## src/design/vrdv_pkg.sv

```systemverilog
`timescale 1ns / 1ps
// ----------------------------------------------------------------------------
// vrdv_pkg : shared types and constants for the dual-view video memory
// Field structs, access codes and memory geometry used by all modules.
// ----------------------------------------------------------------------------
package vrdv_pkg;

    // Byte address bits of the memory window; the memory holds 2^ADDR_BITS bytes.
    localparam int ADDR_BITS = 23;
    localparam int IDX_BITS  = ADDR_BITS - 2;
    localparam int MEM_WORDS = 1 << IDX_BITS;

    localparam int PORT_ADDR_W = 23;
    localparam int DATA_W      = 32;

    localparam logic REQ_READ  = 1'b0;
    localparam logic REQ_WRITE = 1'b1;

    localparam logic VIEW_LINEAR = 1'b0;
    localparam logic VIEW_BANKED = 1'b1;

    localparam logic [1:0] SIZE_BYTE = 2'd0;
    localparam logic [1:0] SIZE_HALF = 2'd1;
    localparam logic [1:0] SIZE_WORD = 2'd2;

    typedef struct packed {
        logic                   req_type;
        logic                   view;
        logic [1:0]             access_size;
        logic [PORT_ADDR_W-1:0] address;
        logic [DATA_W-1:0]      write_data;
    } req_t;

    typedef struct packed {
        logic signed [DATA_W-1:0] read_data;
        logic [PORT_ADDR_W-1:0]   physical_address;
    } rsp_t;

    // Translated access as seen by the memory array.
    typedef struct packed {
        logic [IDX_BITS-1:0]    idx;
        logic [1:0]             lane;
        logic [3:0]             byte_en;
        logic [DATA_W-1:0]      wdata;
        logic [PORT_ADDR_W-1:0] phys;
    } xlate_t;

endpackage

```

## src/design/vrdv_xlate.sv

```systemverilog
`timescale 1ns / 1ps
// ----------------------------------------------------------------------------
// vrdv_xlate : address alignment, view translation and lane steering
// Aligns the address to the access size, applies the bank-interleaved view
// and forms the word index, byte enables and replicated write data.
// ----------------------------------------------------------------------------
module vrdv_xlate
    import vrdv_pkg::*;
(
    input  req_t   req,
    output xlate_t xl
);

    logic [ADDR_BITS-1:0] addr_m;
    logic [ADDR_BITS-1:0] addr_a;
    logic [ADDR_BITS-1:0] phys;
    logic [3:0]           be;
    logic [DATA_W-1:0]    wd;

    assign addr_m = ADDR_BITS'(req.address);

    always_comb
    begin
        case (req.access_size)
            SIZE_BYTE:
            begin
                addr_a = addr_m;
            end
            SIZE_HALF:
            begin
                addr_a = {addr_m[ADDR_BITS-1:1], 1'b0};
            end
            default:
            begin
                addr_a = {addr_m[ADDR_BITS-1:2], 2'b00};
            end
        endcase
    end

    // Banked view: bit 2 becomes the bank select at the top, the rest slides down.
    assign phys = (req.view == VIEW_BANKED)
                ? {addr_a[2], addr_a[ADDR_BITS-1:3], addr_a[1:0]}
                : addr_a;

    always_comb
    begin
        case (req.access_size)
            SIZE_BYTE:
            begin
                be = 4'b0001 << phys[1:0];
                wd = {4{req.write_data[7:0]}};
            end
            SIZE_HALF:
            begin
                be = 4'b0011 << phys[1:0];
                wd = {2{req.write_data[15:0]}};
            end
            default:
            begin
                be = 4'b1111;
                wd = req.write_data;
            end
        endcase
    end

    assign xl.idx     = phys[ADDR_BITS-1:2];
    assign xl.lane    = phys[1:0];
    assign xl.byte_en = be;
    assign xl.wdata   = wd;
    assign xl.phys    = PORT_ADDR_W'(phys);

endmodule

```

## config.mk

```make
export PLATFORM = sky130hd
export DESIGN_NAME = vrdv_xlate
export DESIGN_NICKNAME = d
export VERILOG_FILES = /design/src/design/vrdv_pkg.sv /design/src/design/vrdv_xlate.sv
export SDC_FILE = /design/constraint.sdc
export NUM_CORES = 1
export LEC_CHECK = 0
export BUFFER_PORTS_ARGS = -buffer_cell sky130_fd_sc_hd__buf_2
export CAP_MARGIN = 20
export CORE_UTILIZATION = 28
export DETAILED_ROUTE_END_ITERATION = 10
export PLACE_DENSITY = 0.91
export REMOVE_ABC_BUFFERS = 1
export SYNTH_ARGS = -nofsm -noshare
export SYNTH_HDL_FRONTEND = slang
export SYNTH_SLANG_ARGS = --single-unit
```

## constraint.sdc

```tcl
create_clock -name vclk -period 1.05
set_clock_uncertainty 0.1 [all_clocks]
set_input_delay 0.21 -clock vclk [all_inputs]
set_output_delay 0.21 -clock vclk [all_outputs]
set_load 0.01 [all_outputs]
```

; Word level (Yosys, flattened, before mapping)
; Index checks and enable logic that the tools add are counted.
[word_totals]
out_inout_bits = 82
register_bits = 0
inputBits = 59
[classes]
n_eq_ne = 1
reduce_logical = 1
shift = 2
mux = 4
[op_table]
columns = op, n
row1 = $pmux W32 S2, 1
row2 = $mux W23, 1
row3 = $pmux W4 S2, 1
row4 = $pmux W2 S2, 1
row5 = $shl A1 B2 Y4 const A, 1
row6 = $shl A2 B2 Y4 const A, 1
row7 = $eq A2 B1 Y1 const B, 1
row8 = $logic_not A2 Y1, 1

; Logic depth before layout (Yosys ltp)
[depth]
word_depth = 5
mapped_depth = 4
ltp_nobuf = 2

; Least setup slack after synthesis
; OpenSTA, ideal clock, no wires.
[synth_path]
kind = input to output
start = input req[57] in the netlist's numbering
end = output xl[61] in the netlist's numbering
path_stages = 3
setup_slack_ns = -0.139
path_buffers = 2
arrival_time_ns = 0.879
path_cell_list = buf_4 -> mux2_2 -> buf_4
[synth_rtl]
columns = element, line
row1 = from (decl), vrdv_xlate.sv:10  ; input req_t req,
row2 = to (decl), vrdv_xlate.sv:11  ; output xlate_t xl

==> summary.txt <==
vias per cell: 4.62
initial antenna violation count: 0
LEAKAGE: 1.14 nW
fillers: 252
initial core utilization: 0.298
Synth warnings: 0
setup_tns: -12450 ps
Iter 0 DRT Violations: 12
failing checks: setup timing
Highest Clock Rate: 763 MHz
Syn Area/Cell: 8.50 um2
sequential share of power: 0
Seq cells: 0
CP max-delay cell: mux2_4
Worst Path Buf+Inv: 2
Startpoint Class: input pin
Crit. End Element: output port
# DRC: 0
Hold-fix buffers, CTS: 0
Distinct cells, synth: 14
Rel. slew slack: 0.842
Port Buf Inserts: 140
final setup violation count: 74
die area: 3510 um2
Switching Share: 0.408
Crit path arrival time: 1000 ps
PwrDens: 550 nW/um2
multi-input logic area: 769 um2
DPL Wire Length: 2540 um
RSZ-0062 raised after global routing: yes
clock share of power: 0
P_int: 0.675 mW
Worst Hold Class: input pin to output port
Ant. Diodes: 0
Slew Limit Fails: 0
vias in the first global route: 1125
min Tclk post-route: 1310 ps
core area: 3080 um2
crit path cell chain: buf_8 -> nor2_4 -> mux2_4 -> buf_6
routed len/inst: 15.5 um
Crit path largest cell delay: 340 ps
MaxCap Viol Count: 0
clock buf count: 0
Net Switching: 0.466 mW
final hold violation count: 0
Setup CP Type: input pin to output port
post-place setup slack: -345 ps
row cnt: 20
final global-route overflow total: 0
dominant cell type by area after synthesis: mux2_2
area grow syn2layout: 126%
synthesized area: 918 um2
Die Ht: 59.3 um
I/O pin count: 141
GRT Total Usage: 0.192
VDD IR max: 0.000272 V
crit-path max FO: 5
worst path required time: 740 ps
largest net degree at the start of global routing: 16
DRT antenna net count: 0
Die W: 59.3 um
Syn Inst Count: 108
first-pass GRT wire length: 5210 um
register area share after synthesis: 0
nets: 283
final worst slack: -260 ps
via count of the routed design: 1229
Pre-antenna DRT Iters: 4
Comb pwr share: 1.000
Register Area: 0 um2
share of the synthesized area in the top cell type: 0.454
outcome: complete, but fails checks
largest delay contributor family on the critical path: multiplexers
WL final: 4130 um
fraction of layout cells with a size suffix above 1: 0.869
Final GP Congestion: 0.724
largest cells by area after synthesis: mux2_2 45%, buf_4 27%, mux2i_1 8.7%
period utilization: 1.25
Slew @ Worst Pin: 236 ps
## area by class of cell
type / instances / share of cell area
inverter: 1 / 0.00181
timing repair buffer: 150 / 0.601
multi-input combinational: 71 / 0.371
tap: 44 / 0.0265
## power groups by stage
| stage | logic [mW] | registers, mW | clock network [mW] |
|---|---|---|---|
| final | 1.14 | 0 | 0 |
| after global routing | 1.20 | 0 | 0 |
| after CTS | 0.995 | 0 | 0 |
| after detailed placement | 0.759 | 0 | 0 |
| after global placement | 0.747 | 0 | 0 |
| after floorplan | 0.328 | 0 | 0 |
## cell usage after synthesis, types with 2 or more instances
cell type and number:
buf_4 33, o21ai_1 8, nor2_1 2, a21o_1 2
mux2_2 37, o21bai_1 2, mux2i_1 8, nand2_1 8
buf_6 3
## path summary, 6_finish.rpt
| path | startpoint | endpoint | slack [ps] | depth (start not counted) |
|---|---|---|---|---|
| hold / removal | req[2] | xl[25] | 550 | 2 |
| setup / recovery | req[56] | xl[32] | -260 | 4 |
## cell families (layout without fill, tap and decap cells)
logic type	count (synthesis)	after routing	synth area share
buf+inv	38	151	0.316
compound gates	12	12	0.0763
mux	45	45	0.541
simple gates	13	14	0.0668
## what timing repair did
item	in CTS	in global routing
pin swaps	4	1
setup endpoints to repair	74	74
buffers inserted	0	0
endpoints found under the hold margin	0	0
cloned	4	0
resized for setup	70	36
## placed cells by master, fill, tap and decap left out
cell type  count
a21o_1         2
o21bai_1       2
mux2_4        28
buf_8          2
mux2_2         9
buf_16         3
nor2_4         4
nand2_1        8
buf_2         84
mux2i_1        8
buf_6         55
and2_4         1
nand2b_4       1
buf_12         4
inv_1          1
o21ai_1        8
buf_4          2
## per-layer routing
layer  wire, um  GRT usage
met1       1340      0.201
met2       2590      0.429
met3        188    0.00218
met4         15    0.00680
met5          0          0
## through the flow
step           instances   util  hold slack [ps]  power (mW)  cell area (um2)
2_1_floorplan         71      -              320       0.328              632
3_3_place_gp         262  0.476              542       0.747             1470
3_5_place_dp         262  0.476              546       0.759             1470
4_1_cts              266  0.611              547       0.995             1880
5_1_grt              266  0.674              564        1.20             2080
6_report             266  0.674              546        1.14             2080
(Power assumes the default switching activity.)
